[src/rtl/core/cnb_pkg.sv]
package cnb_pkg;

  localparam int DEF_MAX_COLS = 64;
  localparam int DEF_MAX_ROWS = 32;

  localparam int COL_W   = 7;
  localparam int ROW_W   = 6;
  localparam int CH_W    = 8;
  localparam int PIX_W   = 3 * CH_W;
  localparam int SUM_W   = 11;
  localparam int CFG_W   = 7;
  localparam int IDX_W   = 1;

  localparam int NUM_SLOTS = 5;
  localparam int SLOT_W    = $clog2(NUM_SLOTS);

  localparam logic [SLOT_W-1:0] SLOT_SELF  = SLOT_W'(0);
  localparam logic [SLOT_W-1:0] SLOT_LEFT  = SLOT_W'(1);
  localparam logic [SLOT_W-1:0] SLOT_RIGHT = SLOT_W'(2);
  localparam logic [SLOT_W-1:0] SLOT_UP    = SLOT_W'(3);
  localparam logic [SLOT_W-1:0] SLOT_DOWN  = SLOT_W'(4);

  localparam logic ACT_WRITE = 1'b0;
  localparam logic ACT_READ  = 1'b1;

  localparam logic [IDX_W-1:0] REG_COLS = IDX_W'(0);
  localparam logic [IDX_W-1:0] REG_ROWS = IDX_W'(1);

  localparam logic [COL_W-1:0] COLS_RESET = 7'd64;
  localparam logic [ROW_W-1:0] ROWS_RESET = 6'd16;

  localparam logic [CH_W-1:0] ALPHA_CORNER   = 8'd0;
  localparam logic [CH_W-1:0] ALPHA_BORDER   = 8'd128;
  localparam logic [CH_W-1:0] ALPHA_INTERIOR = 8'd255;
  localparam logic [CH_W-1:0] CORNER_RED     = 8'd255;

  localparam logic [11:0] RECIP5      = 12'd3277;
  localparam int          DIV5_SHIFT  = 14;
  localparam int          PROD_W      = 23;

  typedef struct packed {
    logic              latch;
    logic              clr;
    logic              we;
    logic              rd_en;
    logic [SLOT_W-1:0] slot;
    logic              acc_en;
    logic              load_out;
  } cnb_cmd_t;

  typedef struct packed {
    logic                 is_write;
    logic                 wr_ok;
    logic                 rd_ok;
    logic                 corner;
    logic [NUM_SLOTS-1:0] slot_used;
  } cnb_sts_t;

endpackage

[src/rtl/core/cnb_ctrl.sv]
module cnb_ctrl (
  input  logic              clk_i,
  input  logic              rst_ni,
  input  logic              s_tvalid_i,
  output logic              s_tready_o,
  output logic              m_tvalid_o,
  input  logic              m_tready_i,
  input  cnb_pkg::cnb_sts_t sts_i,
  output cnb_pkg::cnb_cmd_t cmd_o
);

  import cnb_pkg::*;

  typedef enum logic [2:0] {
    ST_IDLE,
    ST_CLASSIFY,
    ST_FETCH,
    ST_DRAIN,
    ST_EMIT
  } state_e;

  state_e            state_q;
  logic [SLOT_W-1:0] slot_q;
  logic              pend_q;
  logic              m_valid_q;

  always_comb begin
    cmd_o.latch    = (state_q == ST_IDLE) && s_tvalid_i;
    cmd_o.clr      = (state_q == ST_CLASSIFY);
    cmd_o.we       = (state_q == ST_CLASSIFY) && sts_i.is_write && sts_i.wr_ok;
    cmd_o.rd_en    = (state_q == ST_FETCH) && sts_i.slot_used[slot_q];
    cmd_o.slot     = slot_q;
    cmd_o.acc_en   = pend_q;
    cmd_o.load_out = (state_q == ST_EMIT) && (!m_valid_q || m_tready_i);
  end

  always_ff @(posedge clk_i or negedge rst_ni) begin
    if (!rst_ni) begin
      state_q   <= ST_IDLE;
      slot_q    <= SLOT_SELF;
      pend_q    <= 1'b0;
      m_valid_q <= 1'b0;
    end else begin
      pend_q <= cmd_o.rd_en;
      if (cmd_o.load_out) begin
        m_valid_q <= 1'b1;
      end else if (m_tready_i) begin
        m_valid_q <= 1'b0;
      end
      case (state_q)
        ST_IDLE: begin
          if (cmd_o.latch) begin
            state_q <= ST_CLASSIFY;
          end
        end
        ST_CLASSIFY: begin
          slot_q <= SLOT_SELF;
          if (sts_i.is_write || !sts_i.rd_ok) begin
            state_q <= ST_IDLE;
          end else if (sts_i.corner) begin
            state_q <= ST_EMIT;
          end else begin
            state_q <= ST_FETCH;
          end
        end
        ST_FETCH: begin
          if (slot_q == SLOT_DOWN) begin
            slot_q  <= SLOT_SELF;
            state_q <= ST_DRAIN;
          end else begin
            slot_q <= slot_q + SLOT_W'(1);
          end
        end
        ST_DRAIN: begin
          state_q <= ST_EMIT;
        end
        ST_EMIT: begin
          if (cmd_o.load_out) begin
            state_q <= ST_IDLE;
          end
        end
        default: state_q <= ST_IDLE;
      endcase
    end
  end

  assign s_tready_o = (state_q == ST_IDLE);
  assign m_tvalid_o = m_valid_q;

  a_classify_after_accept: assert property (@(posedge clk_i) disable iff (!rst_ni)
    cmd_o.latch |=> cmd_o.clr)
    else $error("accepted beat not classified next cycle");

  a_acc_follows_read: assert property (@(posedge clk_i) disable iff (!rst_ni)
    cmd_o.acc_en |-> $past(cmd_o.rd_en))
    else $error("accumulate without a read issued the cycle before");

  a_no_read_in_flight_when_ready: assert property (@(posedge clk_i) disable iff (!rst_ni)
    s_tready_o |-> !pend_q)
    else $error("store read still in flight while accepting");

  a_valid_rises_from_emit: assert property (@(posedge clk_i) disable iff (!rst_ni)
    $rose(m_valid_q) |-> $past(state_q == ST_EMIT))
    else $error("result raised outside emit");

endmodule

[config.mk]
export PLATFORM = sky130hd
export DESIGN_NAME = cnb_ctrl
export DESIGN_NICKNAME = d
export VERILOG_FILES = /design/src/rtl/core/cnb_pkg.sv /design/src/rtl/core/cnb_ctrl.sv
export SDC_FILE = /design/constraint.sdc
export NUM_CORES = 1
export LEC_CHECK = 0
export ABC_AREA = 1
export BUFFER_PORTS_ARGS = -buffer_cell sky130_fd_sc_hd__buf_2
export CORE_UTILIZATION = 28
export CTS_BUF_LIST = sky130_fd_sc_hd__clkbuf_4
export DETAILED_ROUTE_END_ITERATION = 12
export HOLD_SLACK_MARGIN = 0.1
export PLACE_DENSITY = 0.66
export REMOVE_ABC_BUFFERS = 1
export SYNTH_ARGS = -nofsm -noshare
export SYNTH_HDL_FRONTEND = slang
export SYNTH_SLANG_ARGS = --single-unit
[constraint.sdc]
create_clock -name clk_i -period 0.99 [get_ports clk_i]
set_input_delay 0.198 -clock clk_i [delete_from_list [all_inputs] [get_ports clk_i]]
set_output_delay 0.198 -clock clk_i [all_outputs]
set_load 0.02 [all_outputs]
==> results of run 1 <==
-- logic make-up (layout without fill, tap and decap cells) --
family,Yosys count,after routing,synth area share
and+or+nand+nor,35,35,0.315
buffers and inverters,18,63,0.139
DFF,8,8,0.390
AOI/OAI and AO/OA,7,7,0.0902
adders and majority gates,2,2,0.0488
xor gates and xnor gates,1,1,0.0171
-- cells in the final DEF (no fill, tap or decap), drive strengths merged --
master       netlist  final
nor3               1      1
dfrtp              8      8
dlygate4sd3        0      1
ha                 2      2
nand2             15     15
inv               17     17
a21oi              1      1
nand3             11     11
xor2               1      1
o21ai              6      6
nor2               8      8
clkbuf             0      3
buf                1     42
-- final cells by class --
type / instances / area [um2]
fill: 156 / 737
tap: 25 / 31.3
timing repair buffer: 43 / 330
clock buffer: 3 / 22.5
multi-input combinational: 45 / 337
sequential: 8 / 203
inverter: 17 / 66.3
-- worst min path at each step --
stage / startpoint / endpoint / slack [ps] / cells past startpoint
after CTS: m_tready_i / m_tvalid_o$_DFFE_PN0P_ / 130 / 2
after global placement: rst_ni / pend_q$_DFF_PN0_ / 50 / 1
after global routing: m_tready_i / m_tvalid_o$_DFFE_PN0P_ / 150 / 2
after detailed placement: rst_ni / pend_q$_DFF_PN0_ / 60 / 1
after floorplan: rst_ni / m_tvalid_o$_DFFE_PN0P_ / -100 / 0
final: m_tready_i / m_tvalid_o$_DFFE_PN0P_ / 130 / 2
-- registers in the layout (all words and copies together), names as in the netlist --
register / flops
m_tvalid_o: 1
state_q: 3
slot_q: 3
pend_q: 1
-- per-layer routing --
metal  vias to the layer above  wire (um)  part of all wire
li1                        309          -                 -
met1                       284        649              0.38
met5                         -          0                 0
met2                        32        907              0.53
met4                         0         47             0.028
met3                         4        101             0.059
-- power by group --
group | internal, W | total, W | switching, W
registers | 0.000407 | 0.000503 | 0.0000964
clock network | 0.000140 | 0.000275 | 0.000134
logic | 0.000624 | 0.00133 | 0.000708
total | 0.00117 | 0.00211 | 0.000939
-- through the flow --
step	total power (W)	hold WS [ps]	instance area, um2
after CTS	0.00193	128	882
after global placement	0.00138	54.7	742
after global routing	0.00224	149	990
after detailed placement	0.00140	57.9	742
after floorplan	0.00102	-97.6	505
final	0.00211	134	990
-- timing repair --
action	CTS	global route
pin swaps	5	7
buffers inserted	5	5
setup endpoints to repair	15	18
hold endpoints to repair	8	0
hold buffers	1	0
resized for setup	32	17
==> results.md, run 1 <==
- Unrepaired setup endpoints after global routing: yes
- Root Driver: clkbuf_4
- Failing checks: DRC, setup timing
- Met3 GRT Util: 0.0280
- R2r setup slk: -240 ps
- Max incr delay on CP: around 420 ps
- Layout cells sized above 1: 0.638
- Worst slack, placed: -231 ps
- CP top delay family: flip-flops
- Flops & latches, synth: 8
- Post-synthesis sequential area ratio: 0.390
- First-pass GRT wire length: between 2 and 2.5 mm
- CP Launch Point: state_q[2]$_DFFE_PN0P_
- Ys Warns: 0
- Post-synthesis async set-or-reset flop share: 1.00
- Iteration count of the initial detailed-routing pass: 8
- Final period utilization: 1.50
- Total Neg Setup Slack: -4010 ps
- Placed insts: 130
- Outcome: finished with violations
- Vert. Die Dim: 44.8 um
- R2R depth: 6
- Post-layout util: 0.573
- GP Congestion: between 0.7 and 0.8
- TritonCTS sink count: 8
- Max-cap viol count: 0
- Area Overhead vs Synth: 92.9%
- Worst endpoint required time: 790 ps
- Critical Path Start Type: register
- DR DRC count: 1
- End of the critical path: cmd_o[5]
- GR Util met1: 0.194
- Via count: between 600 and 700
- Clock latency on the worst-skew pair: 270 ps
- Commonest cells in the netlist: inv_1, nand2_1, nand3_1
- CP arrival: ~1300 ps
- Antenna diode count: 0
- Worst Path Max Fanout: 3
- Max-slew headroom: 0.868
- PwrDens: 2130 nW/um2
- Worst path cell trace: nor2_4 -> nand2_2 -> a21oi_2 -> nand2_1 -> inv_2 -> buf_6
- Post-route ant nets: 0
- Initial Utilization: 0.297
- Drt initial violations: 22
- Yosys top cell area share: 0.390
- Critical-path top delay cell: dfrtp_1
- DRT Wirelength: around 1.7 mm
- Gr busiest metal: met2
- Final Max Tran Viols: 0
- Post-Syn Instances: 71
- TritonCTS clock tree: yes
- Yosys top cell by area: dfrtp_1
- Number of global-route vias before repair: approximately 540
- Post-synth top flop: dfrtp_1
- Port-buffer cells: 23
- Post-synth EDFFs: 0
- # rows: 15
- Max VDD drop: between 1 and 1.5 mV
- Final non-filler cell total: around 140
- Hold crit path type: input port to register
- R2r startpoint: slot_q[0]$_DFFE_PN0P_
- Worst R2R End: slot_q[2]$_DFFE_PN0P_
- I/O pins: 24
- H-tree levels: 1
- Setup crit end kind: output port
- Mapped cell area: 513 um2
- Initial antenna violation count: 0
- CP Depth: 6
- Total gr overflow: 0
- Die ar.: 2010 um2
- Final setup vio count: 15
- Clock transition at path regs: about 60 ps
- Die Wd: between 40 and 50 um
- Avg Inst Size Synth: 7.23 um2
- Max Clk Rate: around 670 MHz
- Global routing usage on met2: 0.274
- Least-Margin Pin Slew: between 150 and 200 ps
- Worst setup path class: register to output port
- Drt wl/cell: 12.1 um
- Core ar.: ~1700 um2
- Largest net degree at the start of global routing: 9
- Worst path bufs/invs: 2
- Final hold violation count: 0
- Post-layout min period: about 1500 ps
- Hpwl dp: between 1 and 1.5 mm
- Vias per Instance: around 4.5
- Clock Path Buffers: 2
- Worst Slack Setup Final: -500 ps
- Fin nets: about 130
- Top post-synthesis cells by area: dfrtp_1, inv_1, nand3_1, nand2_1, ha_1
- Gr usage total: 0.167
- Cell variety after synth: 17
- Most frequent cell after synthesis: inv_1
- Clock Skews: 2.02 ps
- CTS Buf Count: 3
- Pleak: about 0.54 nW
Note: power is estimated with default switching activity, not from simulation.
==> inputs of run 2 (changes only) <==
--- a/config.mk
+++ b/config.mk
@@ -6,7 +6,7 @@
 export NUM_CORES = 1
 export LEC_CHECK = 0
 export ABC_AREA = 1
-export BUFFER_PORTS_ARGS = -buffer_cell sky130_fd_sc_hd__buf_2
+export BUFFER_PORTS_ARGS = -buffer_cell sky130_fd_sc_hd__clkbuf_2
 export CORE_UTILIZATION = 28
 export CTS_BUF_LIST = sky130_fd_sc_hd__clkbuf_4
 export DETAILED_ROUTE_END_ITERATION = 12
==> results.md, run 2 (synthesis results as in run 1) <==
- Outcome: finished with violations (unchanged)
- Failing checks: DRC, setup timing (unchanged)
- Flop pwr share: 0.220 (was 0.238)
- Area after DPL: 734 um2 (was 742 um2)
- Design Area, Final: 996 um2 (was 990 um2)
- Initial antenna violation count: 0 (unchanged)
- Final period utilization: 1.51 (was 1.50)
- Gr usage total: 0.168 (was 0.167)
- Die Wd: 44.8 um (unchanged)
- Iteration count of the initial detailed-routing pass: 8 (unchanged)
- Vert. Die Dim: 44.8 um (unchanged)
- Drt wl/cell: 11.1 um (was 12.1 um)
- End of the critical path: cmd_o[5] (unchanged)
- Area Overhead vs Synth: 94.1% (was 92.9%)
- Clock latency on the worst-skew pair: 260 ps (was 270 ps)
- Worst endpoint required time: 790 ps (about the same)
- Setup crit end kind: output port (unchanged)
- PwrDens: 2230 nW/um2 (was 2130 nW/um2)
- Switching share of power: 0.425 (was 0.445)
- First-pass GRT wire length: 2.35 mm (was 2.29 mm)
- Commonest non-fill, non-tap cell in the layout: buf_4 (unchanged)
- Hold crit path type: input port to register (unchanged)
- Die ar.: 2010 um2 (unchanged)
- Clock transition at path regs: 60 ps (about the same)
- Final hold violation count: 0 (unchanged)
- R2r setup slk: -310 ps (was -240 ps)
- Largest net degree at the start of global routing: 9 (unchanged)
- Antenna diode count: 0 (unchanged)
- Port-buffer cells: 23 (unchanged)
- Pleak: 0.559 nW (was 0.539 nW)
- Worst slack, placed: -236 ps (was -231 ps)
- # rows: 15 (unchanged)
- Critical Path Start Type: register (unchanged)
- Initial Utilization: 0.297 (unchanged)
- Unrepaired setup endpoints after global routing: yes (unchanged)
- Max VDD drop: 1.38 mV (was 1.40 mV)
- R2r startpoint: slot_q[0]$_DFFE_PN0P_ (unchanged)
- Commonest cells after routing, fill and taps aside: buf_4, clkbuf_2, inv_1, nand2_1, buf_6 (was buf_4, buf_2, inv_1)
- Number of global-route vias before repair: 566 (was 543)
- Max-slew headroom: 0.859 (was 0.868)
- Largest regs: slot_q x3, state_q x3 (unchanged)
- Placed insts: 129 (was 130)
- Layout cells sized above 1: 0.593 (was 0.638)
- TritonCTS clock tree: yes (unchanged)
- Least-Margin Pin Slew: 211 ps (was 198 ps)
- Fin nets: 135 (was 133)
- Post-layout min period: 1490 ps (about the same)
- Max Clk Rate: 669 MHz (was 671 MHz)
- R2R depth: 6 (unchanged)
- Clk network pwr share: 0.119 (was 0.130)
- Max-cap viol count: 0 (unchanged)
- Vias per Instance: 4.49 (was 4.46)
- CP Launch Point: state_q[2]$_DFFE_PN0P_ (unchanged)
- Cell-internal power: 0.00128 W (was 0.00117 W)
- Clock Skews: 3.71 ps (was 2.02 ps)
- Total gr overflow: 0 (unchanged)
- Worst Path Max Fanout: 4 (was 3)
- Root Driver: clkbuf_4 (unchanged)
- GP Congestion: 0.772 (was 0.719)
- Final setup vio count: 16 (was 15)
- Drt initial violations: 12 (was 22)
- Hpwl dp: 983 um (was 1.00 mm)
- I/O pins: 24 (unchanged)
- H-tree levels: 1 (unchanged)
- Worst Slack Setup Final: -504 ps (was -500 ps)
- Via count: 642 (was 629)
- TritonCTS sink count: 8 (unchanged)
- CP arrival: 1300 ps (was 1290 ps)
- DR DRC count: 1 (unchanged)
- Worst R2R End: slot_q[2]$_DFFE_PN0P_ (unchanged)
- Worst setup path class: register to output port (unchanged)
- Clock Path Buffers: 2 (unchanged)
- CTS Buf Count: 3 (unchanged)
- Combinational Power Share: 0.661 (was 0.631)
- Final Max Tran Viols: 0 (unchanged)
- DRT Wirelength: 1.58 mm (was 1.71 mm)
- Core ar.: 1730 um2 (unchanged)
- Post-route ant nets: 0 (unchanged)
- Final non-filler cell total: 143 (was 141)
- P_sw: 0.000944 W (was 0.000939 W)
## run 2: how the worst min path moves through the flow
stage	startpoint	endpoint	slack (ps)	depth (start not counted)
after floorplan	rst_ni	m_tvalid_o$_DFFE_PN0P_	-100	0
after global placement	rst_ni	slot_q[1]$_DFFE_PN0P_	60	1
after detailed placement	rst_ni	slot_q[0]$_DFFE_PN0P_	60	1
after CTS	m_tready_i	m_tvalid_o$_DFFE_PN0P_	130	2
after global routing	m_tready_i	m_tvalid_o$_DFFE_PN0P_	180	2
final	m_tready_i	m_tvalid_o$_DFFE_PN0P_	140	2
## run 2: what timing repair did
item | CTS | global route
setup buffers | 4 | 7
setup endpoints to repair | 15 | 17
gates resized for setup | 31 | 17
hold buffers | 1 | 0
hold endpoints to repair | 8 | 0
pin swaps | 7 | 4
## run 2: cell type report
cell class | count | area, um2
fillers | 168 | 731
repair buffers | 45 | 367
multi-input cells | 45 | 310
flip-flops and latches | 8 | 201
inverters | 17 | 63.8
well taps | 25 | 31.3
clock buffers | 3 | 22.5
## run 2: per-stage QoR
stage               TNS (ps)  hold WS (ps)  total power [W]  utilization
CTS                    -3850           132          0.00196        0.523
global placement       -1740          59.4          0.00135        0.425
finish                 -4470           142          0.00222        0.577
detailed placement     -1970          60.8          0.00138        0.425
floorplan              -1800         -97.6          0.00102            -
global route           -5290           178          0.00237        0.577
## run 2: worst max-delay path, cell delays in order (launching register included)
cell and delay (ps):
dfrtp_1 430, nor2_4 180, nand2_2 80, a21oi_2 100, nand2_1 70, inv_2 70, buf_8 100
## run 2: metal layers
metal / vias up / part of all wire / GRT usage
met5: - / 0 / 0
met4: 0 / 0.018 / 0.115
met3: 4 / 0.042 / 0.0360
met2: 26 / 0.54 / 0.291
met1: 297 / 0.40 / 0.181
li1: 315 / - / -
## run 2: power groups by stage
| stage | Sequential [W] | Clock (W) | Combinational [W] |
|---|---|---|---|
| CTS | 0.000493 | 0.000271 | 0.00119 |
| global placement | 0.000483 | 0 | 0.000871 |
| floorplan | 0.000530 | 0 | 0.000487 |
| global route | 0.000497 | 0.000294 | 0.00158 |
| detailed placement | 0.000489 | 0 | 0.000888 |
| finish | 0.000490 | 0.000264 | 0.00147 |
